`src/sv/assert_macros.svh`:
```
// Assertion macros shared by the RTL of the byte-stream hasher.
`ifndef ASSERT_MACROS_SVH
`define ASSERT_MACROS_SVH

// Check that the consequent holds in the same cycle as the antecedent.
`define ASSERT_SAME(label, ante, cons, msg) \
  label: assert property (@(posedge clk) disable iff (rst) (ante) |-> (cons)) \
    else $error(msg);

// Check that the consequent holds in the cycle after the antecedent.
`define ASSERT_NEXT(label, ante, cons, msg) \
  label: assert property (@(posedge clk) disable iff (rst) (ante) |=> (cons)) \
    else $error(msg);

`endif

```
`src/sv/sha_pkg.sv`:
```
// Constants, types and helper functions of the SHA-256 byte-stream hasher.
`default_nettype none

package sha_pkg;

  localparam int BYTE_W = 8;
  localparam int WORD_W = 32;
  localparam int IDX_W  = 3;

  typedef logic [WORD_W-1:0] word_t;

  localparam logic [BYTE_W-1:0] PAD_MARK      = 8'h80;
  localparam logic [5:0]        LENGTH_OFFSET = 6'd56;
  localparam logic [5:0]        LAST_SLOT     = 6'd63;

  localparam word_t ROUND_K [64] = '{
    32'h428a2f98, 32'h71374491, 32'hb5c0fbcf, 32'he9b5dba5,
    32'h3956c25b, 32'h59f111f1, 32'h923f82a4, 32'hab1c5ed5,
    32'hd807aa98, 32'h12835b01, 32'h243185be, 32'h550c7dc3,
    32'h72be5d74, 32'h80deb1fe, 32'h9bdc06a7, 32'hc19bf174,
    32'he49b69c1, 32'hefbe4786, 32'h0fc19dc6, 32'h240ca1cc,
    32'h2de92c6f, 32'h4a7484aa, 32'h5cb0a9dc, 32'h76f988da,
    32'h983e5152, 32'ha831c66d, 32'hb00327c8, 32'hbf597fc7,
    32'hc6e00bf3, 32'hd5a79147, 32'h06ca6351, 32'h14292967,
    32'h27b70a85, 32'h2e1b2138, 32'h4d2c6dfc, 32'h53380d13,
    32'h650a7354, 32'h766a0abb, 32'h81c2c92e, 32'h92722c85,
    32'ha2bfe8a1, 32'ha81a664b, 32'hc24b8b70, 32'hc76c51a3,
    32'hd192e819, 32'hd6990624, 32'hf40e3585, 32'h106aa070,
    32'h19a4c116, 32'h1e376c08, 32'h2748774c, 32'h34b0bcb5,
    32'h391c0cb3, 32'h4ed8aa4a, 32'h5b9cca4f, 32'h682e6ff3,
    32'h748f82ee, 32'h78a5636f, 32'h84c87814, 32'h8cc70208,
    32'h90befffa, 32'ha4506ceb, 32'hbef9a3f7, 32'hc67178f2
  };

  localparam word_t INIT_HASH [8] = '{
    32'h6a09e667, 32'hbb67ae85, 32'h3c6ef372, 32'ha54ff53a,
    32'h510e527f, 32'h9b05688c, 32'h1f83d9ab, 32'h5be0cd19
  };

  function automatic word_t ror(input word_t x, input int n);
    ror = (x >> n) | (x << (WORD_W - n));
  endfunction

  function automatic word_t small_sig0(input word_t x);
    small_sig0 = ror(x, 7) ^ ror(x, 18) ^ (x >> 3);
  endfunction

  function automatic word_t small_sig1(input word_t x);
    small_sig1 = ror(x, 17) ^ ror(x, 19) ^ (x >> 10);
  endfunction

  function automatic word_t big_sig0(input word_t x);
    big_sig0 = ror(x, 2) ^ ror(x, 13) ^ ror(x, 22);
  endfunction

  function automatic word_t big_sig1(input word_t x);
    big_sig1 = ror(x, 6) ^ ror(x, 11) ^ ror(x, 25);
  endfunction

endpackage

`default_nettype wire

```
`src/sv/sha_byte_if.sv`:
```
// Input channel of the hasher: one message byte with its flags per transaction.
`default_nettype none

interface sha_byte_if import sha_pkg::*; ();
  logic              valid;
  logic              ready;
  logic [BYTE_W-1:0] data_byte;
  logic              has_byte;
  logic              end_of_message;

  modport source (output valid, output data_byte, output has_byte,
                  output end_of_message, input ready);
  modport sink   (input valid, input data_byte, input has_byte,
                  input end_of_message, output ready);
endinterface

`default_nettype wire

```
`src/sv/sha_digest_if.sv`:
```
// Output channel of the hasher: one digest word with its position per transaction.
`default_nettype none

interface sha_digest_if import sha_pkg::*; ();
  logic             valid;
  logic             ready;
  logic [WORD_W-1:0] digest_word;
  logic [IDX_W-1:0]  word_index;
  logic              last_word;

  modport source (output valid, output digest_word, output word_index,
                  output last_word, input ready);
  modport sink   (input valid, input digest_word, input word_index,
                  input last_word, output ready);
endinterface

`default_nettype wire

```
`src/sv/sha256_byte_stream_hasher.sv`:
```
// Flow: a byte transaction is taken in the idle state; the byte that completes a 64-byte block
//   starts a compression (prime, round steps on the word memory, final add).
// Throughput: bytes stream at one per cycle while idle; input stalls in compression, padding, output.
// End of message: mark, zero and length pad bytes with one or two compressions, then 8 digest words.
// Reset (rst, synchronous): hash words to the initial values, counts to zero, output idle.
`default_nettype none
`include "assert_macros.svh"

module sha256_byte_stream_hasher import sha_pkg::*; (
  input  wire           clk,
  input  wire           rst,
  sha_byte_if.sink      byte_in,
  sha_digest_if.source  digest_out
);

  typedef enum logic [2:0] {
    S_IDLE, S_PAD_MARK, S_PAD_ZERO, S_PAD_LEN, S_PRIME, S_RUN, S_FINAL, S_OUT
  } state_t;

  state_t            state;
  state_t            ret_state;
  word_t             hash [8];
  word_t             v [8];
  logic [5:0]        fill;
  logic [63:0]       count;
  logic [63:0]       len;
  logic [2:0]        lidx;
  logic [6:0]        cnt;
  logic [23:0]       col;
  word_t             w1, w2, wk, wm16;
  word_t             out_word;
  logic [IDX_W-1:0]  out_idx;
  logic              out_last;
  logic              out_valid;

  // Word memory: block buffer while filling, rolling schedule while compressing.
  word_t             wmem [16];
  word_t             rd_a, rd_b;
  logic              we;
  logic [3:0]        waddr, addr_a, addr_b;
  word_t             wdata;

  logic              in_fire, out_fire;
  logic              absorb_en;
  logic [BYTE_W-1:0] absorb_byte;
  logic [63:0]       count_plus;
  word_t             w_new, t1, t2, ch, maj;

  assign in_fire  = byte_in.valid && byte_in.ready;
  assign out_fire = digest_out.valid && digest_out.ready;

  assign byte_in.ready          = (state == S_IDLE);
  assign digest_out.valid       = out_valid;
  assign digest_out.digest_word = out_word;
  assign digest_out.word_index  = out_idx;
  assign digest_out.last_word   = out_last;

  assign count_plus = count + {63'd0, byte_in.has_byte};

  always_comb begin
    absorb_en = 1'b0;
    absorb_byte = '0;
    unique case (state)
      S_IDLE: begin
        absorb_en = in_fire && byte_in.has_byte;
        absorb_byte = byte_in.data_byte;
      end
      S_PAD_MARK: begin
        absorb_en = 1'b1;
        absorb_byte = PAD_MARK;
      end
      S_PAD_ZERO: absorb_en = (fill != LENGTH_OFFSET);
      S_PAD_LEN: begin
        absorb_en = 1'b1;
        absorb_byte = len[63:56];
      end
      default: absorb_en = 1'b0;
    endcase
  end

  // Schedule step: the first 16 words come straight from the buffer.
  always_comb begin
    if (cnt[6:4] == 3'd0) begin
      w_new = rd_b;
    end else begin
      w_new = wm16 + small_sig0(rd_a) + rd_b + small_sig1(w2);
    end
    ch  = (v[4] & v[5]) ^ (~v[4] & v[6]);
    maj = (v[0] & v[1]) ^ (v[0] & v[2]) ^ (v[1] & v[2]);
    t1  = v[7] + big_sig1(v[4]) + ch + wk;
    t2  = big_sig0(v[0]) + maj;
  end

  // Reads run ahead through the rd_a/rd_b registers: port A fetches w[s-15], port B w[s-7] or the buffer word.
  always_comb begin
    we = 1'b0;
    waddr = fill[5:2];
    wdata = {col, absorb_byte};
    addr_a = cnt[3:0] + 4'd2;
    addr_b = (cnt[5:0] < 6'd15) ? cnt[3:0] + 4'd1 : cnt[3:0] + 4'd10;
    if (state == S_RUN) begin
      we = !cnt[6];
      waddr = cnt[3:0];
      wdata = w_new;
    end else begin
      we = absorb_en && (fill[1:0] == 2'd3);
    end
    if (state == S_PRIME) begin
      addr_a = 4'd1;
      addr_b = 4'd0;
    end
  end

  always_ff @(posedge clk) begin
    if (we) begin
      wmem[waddr] <= wdata;
    end
    rd_a <= wmem[addr_a];
    rd_b <= wmem[addr_b];
  end

  always_ff @(posedge clk) begin
    if (rst) begin
      state <= S_IDLE;
      ret_state <= S_IDLE;
      for (int i = 0; i < 8; i++) begin
        hash[i] <= INIT_HASH[i];
      end
      fill <= '0;
      count <= '0;
      lidx <= '0;
      cnt <= '0;
      out_valid <= 1'b0;
      out_idx <= '0;
      out_last <= 1'b0;
    end else begin
      if (absorb_en) begin
        col <= {col[15:0], absorb_byte};
        fill <= fill + 6'd1;
      end
      unique case (state)
        S_IDLE: begin
          if (in_fire) begin
            count <= byte_in.end_of_message ? 64'd0 : count_plus;
            len <= {count_plus[60:0], 3'b000};
            if (absorb_en && fill == LAST_SLOT) begin
              state <= S_PRIME;
              ret_state <= byte_in.end_of_message ? S_PAD_MARK : S_IDLE;
            end else if (byte_in.end_of_message) begin
              state <= S_PAD_MARK;
            end
          end
        end
        S_PAD_MARK: begin
          if (fill == LAST_SLOT) begin
            state <= S_PRIME;
            ret_state <= S_PAD_ZERO;
          end else begin
            state <= S_PAD_ZERO;
          end
        end
        S_PAD_ZERO: begin
          if (fill == LENGTH_OFFSET) begin
            state <= S_PAD_LEN;
            lidx <= '0;
          end else if (fill == LAST_SLOT) begin
            state <= S_PRIME;
            ret_state <= S_PAD_ZERO;
          end
        end
        S_PAD_LEN: begin
          len <= {len[55:0], 8'd0};
          lidx <= lidx + 3'd1;
          if (lidx == 3'd7) begin
            state <= S_PRIME;
            ret_state <= S_OUT;
          end
        end
        S_PRIME: begin
          for (int i = 0; i < 8; i++) begin
            v[i] <= hash[i];
          end
          cnt <= '0;
          state <= S_RUN;
        end
        S_RUN: begin
          cnt <= cnt + 7'd1;
          wm16 <= rd_a;
          if (!cnt[6]) begin
            wk <= w_new + ROUND_K[cnt[5:0]];
            w1 <= w_new;
            w2 <= w1;
          end
          // Round stage trails the schedule through the wk register.
          if (cnt != 7'd0) begin
            v[0] <= t1 + t2;
            v[1] <= v[0];
            v[2] <= v[1];
            v[3] <= v[2];
            v[4] <= v[3] + t1;
            v[5] <= v[4];
            v[6] <= v[5];
            v[7] <= v[6];
          end
          if (cnt == 7'd64) begin
            state <= S_FINAL;
          end
        end
        S_FINAL: begin
          for (int i = 0; i < 8; i++) begin
            hash[i] <= hash[i] + v[i];
          end
          if (ret_state == S_OUT) begin
            out_word <= hash[0] + v[0];
            out_idx <= '0;
            out_last <= 1'b0;
            out_valid <= 1'b1;
          end
          state <= ret_state;
        end
        S_OUT: begin
          if (out_fire) begin
            if (out_last) begin
              out_valid <= 1'b0;
              for (int i = 0; i < 8; i++) begin
                hash[i] <= INIT_HASH[i];
              end
              state <= S_IDLE;
            end else begin
              out_word <= hash[out_idx + 3'd1];
              out_idx <= out_idx + 3'd1;
              out_last <= (out_idx == 3'd6);
            end
          end
        end
        default: state <= S_IDLE;
      endcase
    end
  end

  `ASSERT_SAME(a_no_overlap, byte_in.ready, !out_valid, "input open while digest pending")
  `ASSERT_SAME(a_run_bound, state == S_RUN, cnt <= 7'd64, "round counter overran")
  `ASSERT_SAME(a_out_empty_buf, out_valid, fill == 6'd0, "digest shown with bytes buffered")
  `ASSERT_NEXT(a_last_drop, out_fire && out_last, !out_valid && state == S_IDLE,
               "digest not closed after last word")
  `ASSERT_SAME(a_last_idx, out_valid && out_last, out_idx == 3'd7, "last flag off word 7")

endmodule

`default_nettype wire

```
`src/flat_wrapper.sv`:
```
// flat-port wrapper written by rule: the top's interface ports become plain ports
module sha256_byte_stream_hasher_flat import sha_pkg::*;
  (clk, rst, byte_in_valid, byte_in_data_byte, byte_in_has_byte, byte_in_end_of_message, byte_in_ready, digest_out_valid, digest_out_digest_word, digest_out_word_index, digest_out_last_word, digest_out_ready);
  sha_byte_if byte_in_i ();
  sha_digest_if digest_out_i ();
  input  wire clk;
  input  wire rst;
  input wire logic [$bits(byte_in_i.valid)-1:0] byte_in_valid;
  input wire logic [$bits(byte_in_i.data_byte)-1:0] byte_in_data_byte;
  input wire logic [$bits(byte_in_i.has_byte)-1:0] byte_in_has_byte;
  input wire logic [$bits(byte_in_i.end_of_message)-1:0] byte_in_end_of_message;
  output wire logic [$bits(byte_in_i.ready)-1:0] byte_in_ready;
  output wire logic [$bits(digest_out_i.valid)-1:0] digest_out_valid;
  output wire logic [$bits(digest_out_i.digest_word)-1:0] digest_out_digest_word;
  output wire logic [$bits(digest_out_i.word_index)-1:0] digest_out_word_index;
  output wire logic [$bits(digest_out_i.last_word)-1:0] digest_out_last_word;
  input wire logic [$bits(digest_out_i.ready)-1:0] digest_out_ready;
  assign byte_in_i.valid = byte_in_valid;
  assign byte_in_i.data_byte = byte_in_data_byte;
  assign byte_in_i.has_byte = byte_in_has_byte;
  assign byte_in_i.end_of_message = byte_in_end_of_message;
  assign byte_in_ready = byte_in_i.ready;
  assign digest_out_valid = digest_out_i.valid;
  assign digest_out_digest_word = digest_out_i.digest_word;
  assign digest_out_word_index = digest_out_i.word_index;
  assign digest_out_last_word = digest_out_i.last_word;
  assign digest_out_i.ready = digest_out_ready;
  sha256_byte_stream_hasher u_core (.clk(clk), .rst(rst), .byte_in(byte_in_i), .digest_out(digest_out_i));
endmodule
```
`config.mk`:
```
export PLATFORM = sky130hd
export DESIGN_NAME = sha256_byte_stream_hasher_flat
export DESIGN_NICKNAME = d
export VERILOG_FILES = /design/src/sv/sha_pkg.sv /design/src/sv/sha_byte_if.sv /design/src/sv/sha_digest_if.sv /design/src/sv/sha256_byte_stream_hasher.sv /design/src/flat_wrapper.sv
export VERILOG_INCLUDE_DIRS = /design/src /design/src/sv
export SDC_FILE = /design/constraint.sdc
export NUM_CORES = 2
export LEC_CHECK = 0
export ABC_CLOCK_PERIOD_IN_PS = 26600
export BUFFER_PORTS_ARGS = -buffer_cell sky130_fd_sc_hd__buf_2
export CAP_MARGIN = 20
export CORE_MARGIN = 1
export CORE_UTILIZATION = 55
export CTS_CLUSTER_DIAMETER = 150
export DETAILED_ROUTE_END_ITERATION = 7
export HOLD_SLACK_MARGIN = 0.05
export PLACE_DENSITY = 0.78
export REMOVE_ABC_BUFFERS = 1
export SLEW_MARGIN = 20
export SYNTH_ARGS = -nofsm -noshare
export SYNTH_HDL_FRONTEND = slang
export SYNTH_SLANG_ARGS = --single-unit
```
`constraint.sdc`:
```
create_clock -name clk -period 26.6 [get_ports clk]
set_input_delay 3.99 -clock clk [delete_from_list [all_inputs] [get_ports clk]]
set_output_delay 3.99 -clock clk [all_outputs]
set_load 0.005 [all_outputs]
```
Word level (Yosys, flattened, before mapping) --
Memories as Yosys holds them, arrays and structs flattened. A register that Yosys moved wholly into a read port is not among the register bits. Cells that the tools add are included. Widths: inputs -> output; s select.
Cells by class: multiplexer cells 94, $lt $le $gt $ge 2, eq/ne operators 27, bitwise operators 54, reductions and logical operators 27, add/sub/neg operators 26
Operators with widths (count):
- $mux 32 | 31
- $add 32x32->32 | 18
- $xor 32x32->32 | 9
- $and 32x32->32 | 5
- $mux 64 | 2
- $pmux 64 s2 | 1
- $add 64x1->64 | 1
- $pmux 32 s2 | 1
- $mux 3 | 19
- $not 32->32 | 1
- $or 10x32->32 | 1
- $or 13x32->32 | 1
- $or 14x32->32 | 1
- $or 15x32->32 | 1
- $or 19x32->32 | 1
- $or 21x32->32 | 1
- $or 25x32->32 | 1
- $or 26x32->32 | 1
- $or 30x32->32 | 1
- $or 7x32->32 | 1
- $xor 32x22->32 | 1
- $xor 32x29->32 | 1
- $mux 1 | 27
- $or 1x1->1 | 24
- other kinds (41) | 79
Word-level totals: memories kept 4, RAM bits 1024, word-level logic and storage cells 250, input bits 14, bits in registers 339, bits in read-only memories 2048, output and inout port bits 38
Memories:
- (name not given) | words 64, bits a word 32, rd ports 1, clocked after memory_dff 0, write ports 0, line sha256_byte_stream_hasher.sv:190 | wk <= w_new + ROUND_K[cnt[5:0]];
- u_core.wmem | words 16, bits a word 32, rd ports 2, clocked after memory_dff 2, write ports 1, line sha256_byte_stream_hasher.sv:37 | word_t wmem [16];
- u_core.hash | words 8, bits a word 32, rd ports 9, clocked after memory_dff 0, write ports 8, line sha256_byte_stream_hasher.sv:22 | word_t hash [8];
- u_core.v | words 8, bits a word 32, rd ports 8, clocked after memory_dff 0, write ports 8, line sha256_byte_stream_hasher.sv:23 | word_t v [8];

Logic depth before layout (Yosys ltp) --
An unclocked memory read counts as a cell.
depth in word-level cells 9, depth in mapped cells 33, depth with buffers taken out 32

Worst setup path after synthesis --
OpenSTA, ideal clock, no wires.
path kind input to register, start input port rst, end memory u_core.v[0][0] (netlist bit), enable pin, library setup time 1227 ps, slack 3151 ps, buffers on the path 2, data required time 25373 ps, arrival 22222 ps, stages on the path 3, cell sequence clkbuf_1 clkbuf_1 o21ai_0
RTL lines:
- from (decl) | line flat_wrapper.sv:7 | input wire rst;
- to (decl) | line sha256_byte_stream_hasher.sv:23

==> impl_metrics.tcl <==
set metrics [dict create \
    worstSetupPathType "reg -> reg" \
    cts_hold_buf 0 \
    fin_skew_ns 0.0652 \
    dp_cells 10983 \
    grt_usage 0.349 \
    initial_core_util 0.554 \
    yosysWarnings 0 \
    wl_um 294000 \
    syn_area_um2 90100 \
    rsz0062_at_grt "no" \
    dp_hpwl_um 198000 \
    p_leak_nw 35.7 \
    syn_inst 9193 \
    cts_resized 0 \
    synth_top_area_cell "edfxtp_1" \
    cts_tree "built" \
    setup_viol 0 \
    gp_congestion 1.01 \
    slew_viol_final 0 \
    power_frac_comb 0.553 \
    clk_pin_slew_ns 0.07 \
    htreeDepth 4 \
    relSlewSlack 0.157 \
    synth-edff-count 1141 \
    route.vias.total 73570 \
    post-cts-setup-buffer-count 0 \
    synthToLayoutAreaGrowth_pct 8.54 \
    avgSynthCellArea_um2 9.80 \
    async_reset_ff_frac 0 \
    drt_first_iter_violations 9400 \
    p_int_mw 6.61 \
    fp.dieH_um 407 \
    drtPass1Iterations 6 \
    cp_max_fo 6 \
    cts.sinks 1421 \
    status "finished clean" \
    max_clock_freq_mhz 119 \
    drc_errors 0 \
    use_met1 0.450 \
    synth.distinct_cells 99 \
    fin_crit_ns 8.41 \
    cts_buffers 156 \
    ys_ff_latch 1421 \
    synthFlopType "edfxtp_1" \
    drv_cap 0 \
    hold_viol_final 0 \
    finalPower_mw 11.7 \
    worst_slew_pin_slew_ns 1.25 \
    rows 148 \
    post-route-period-util 0.316 \
    cpLargestDelayFamily "compound AO/OA/AOI/OAI gates" \
    power_frac_clock 0.200 \
    antenna_left 0 \
    wl_per_cell_um 26.0 \
    vias_per_cell 6.52 \
    grt_util_met3 0.0593 \
    cp_common_cell "a21o_1" \
    core_area_um2 163000 \
    hold_class "reg -> reg" \
    ioPinCount 52 \
    layout-drive-gt1-share 0.0774 \
    final_cells 11277 \
    p_switching_mw 5.07 \
    grt_pass1_wl_um 436000 \
    synth_top_area_frac 0.380 \
    fillCellCount 13265 \
    clk_latency_ns 0.85 \
    critPathMaxStageDelay_ns 0.60 \
    cts-root-to-sink-buffers 3 \
    dieArea_um2 165000 \
    power.density_nw_per_um2 120 \
    critPathSlowestCell "nor4b_1" \
    p_sw_frac 0.434 \
    worst-path-buf-inv 2 \
    die_x_um 407 \
    num-nets-final 9584 \
    root_buffer "clkbuf_16" \
    grt_overflow 0 \
    numPortBuffers 51 \
    synth_area_leaders "edfxtp_1, nand2_1, dfxtp_1" \
    arrival_ns 8.95 \
    required_ns 27.14 \
    ir_drop_mv 0.126 \
    use_met2 0.566 \
    pwr-share-seq 0.247 \
    cp-start-kind "flip-flop" \
    antenna_found_initial 9 \
    grt_max_degree 197 \
    seq_area_frac_synth 0.443 \
    cp-end-kind "flip-flop" \
    grt_pass1_vias 70957 \
    grt_busiest_layer "met2" \
]
==> flip-flops by register name, summed over array words and instances (netlist names) <==
signal / cells
u_core.state: 3
u_core.fill: 6
u_core.cnt: 7
u_core.lidx: 3
u_core.digest_out.word_index: 3
u_core.w2: 32
u_core.count: 61
u_core.wm16: 32
u_core.digest_out.digest_word: 32
u_core.rd_b: 32
u_core.rd_a: 32
u_core.wmem: 512
u_core.len: 61
u_core.digest_out.valid: 1
u_core.w1: 32
u_core.col: 24
u_core.hash: 256
u_core.ret_state: 3
u_core.wk: 32
u_core.digest_out.last_word: 1
u_core.v: 256
==> area by class of cell <==
type	count	area [µm²]	share of cell area
Multi-Input combinational cell	6876	47100	0.482
Clock inverter	77	1120	0.0114
Inverter	345	1300	0.0133
Antenna cell	3	7.51	0.0000768
Clock buffer	214	4400	0.0450
Sequential cell	1421	39900	0.408
Tap cell	2175	2720	0.0278
Timing Repair Buffer	166	1170	0.0120
==> synth_stat cells (18+ instances only) <==
cell,count
maj3_1,23
or2_2,18
nor2_1,482
nand2b_1,47
mux4_2,70
inv_1,340
and2_1,287
mux2_2,118
nor2b_1,71
nand4_1,42
o21a_1,73
or3_1,50
edfxtp_1,1141
o21bai_1,45
mux2i_1,20
and3_1,56
clkbuf_1,497
o31ai_1,28
a31oi_1,197
nor3_1,99
ha_1,438
a311oi_1,148
a211oi_1,392
dfxtp_1,280
fa_1,166
o21ai_0,462
a21o_1,213
xor2_1,206
xnor2_1,456
nand2_1,1562
o211ai_1,68
a21oi_1,692
nand3_1,100
buf_1,37
==> final timing paths <==
check | startpoint | to | slack (ns) | cells past startpoint
max | u_core.v[0][154]$_DFFE_PP_ | u_core.v[0][31]$_DFFE_PP_ | 18.19 | 32
min reg2reg | u_core.w1[23]$_DFFE_PP_ | u_core.w2[23]$_DFFE_PP_ | 0.39 | 0
min | u_core.w1[23]$_DFFE_PP_ | u_core.w2[23]$_DFFE_PP_ | 0.39 | 0
max reg2reg | u_core.v[0][154]$_DFFE_PP_ | u_core.v[0][31]$_DFFE_PP_ | 18.19 | 32
==> power groups by stage <==
stage	combinational, mW	sequential (mW)	clock, mW
after floorplan	4.74	2.87	0
after global placement	6.14	2.91	0
after detailed placement	6.26	2.92	0
after CTS	6.32	2.87	2.35
after global routing	7.05	2.89	2.43
final	6.46	2.88	2.34
==> metrics by stage <==
step	hold WS [ns]	setup slack (ns)	TNS, ns	utilization	cell area [µm²]
floorplan	0.400	-7.62	-1949.98	-	88000
global placement	0.401	18.26	0	0.567	92200
detailed placement	0.405	18.33	0	0.567	92200
CTS	0.400	18.30	0	0.601	97700
global route	0.410	17.89	0	0.601	97700
finish	0.392	18.19	0	0.601	97700
==> placed cells by master, fill, tap and decap left out, types with 34 or more instances in the layout <==
cell type,Yosys,layout
ha_1,438,437
or3_1,50,50
nor2b_1,71,70
nor3_1,99,96
nand4_1,42,42
a31oi_1,197,197
o21ai_0,462,459
inv_1,340,339
a21oi_1,692,690
nand3_1,100,99
mux4_2,70,70
dfxtp_1,280,274
clkbuf_16,0,159
a21o_1,213,213
o21a_1,73,73
mux2_2,118,118
buf_2,16,51
nand2_1,1562,1555
and2_1,287,286
a311oi_1,148,148
edfxtp_1,1141,1141
o211ai_1,68,68
clkbuf_1,497,34
xnor2_1,456,456
a211oi_1,392,392
xor2_1,206,205
fa_1,166,166
nand2b_1,47,46
and3_1,56,56
buf_4,0,111
nor2_1,482,456
o21bai_1,45,45
==> logic make-up after synthesis <==
family          after synthesis  synth area share
mux                         208            0.0345
simple gates               2898             0.144
buf+inv                     896            0.0376
flops                      1421             0.443
xor+xnor                    663            0.0646
compound gates             2480             0.176
fa+ha+maj                   627             0.100
==> per-layer routing <==
| layer | up-vias | part of all wire |
|---|---|---|
| met5 | - | 0.00023 |
| met4 | 10 | 0.056 |
| met3 | 833 | 0.098 |
| met2 | 4183 | 0.47 |
| met1 | 35749 | 0.38 |
| li1 | 32795 | - |
Note: power is estimated with default switching activity, not from simulation.
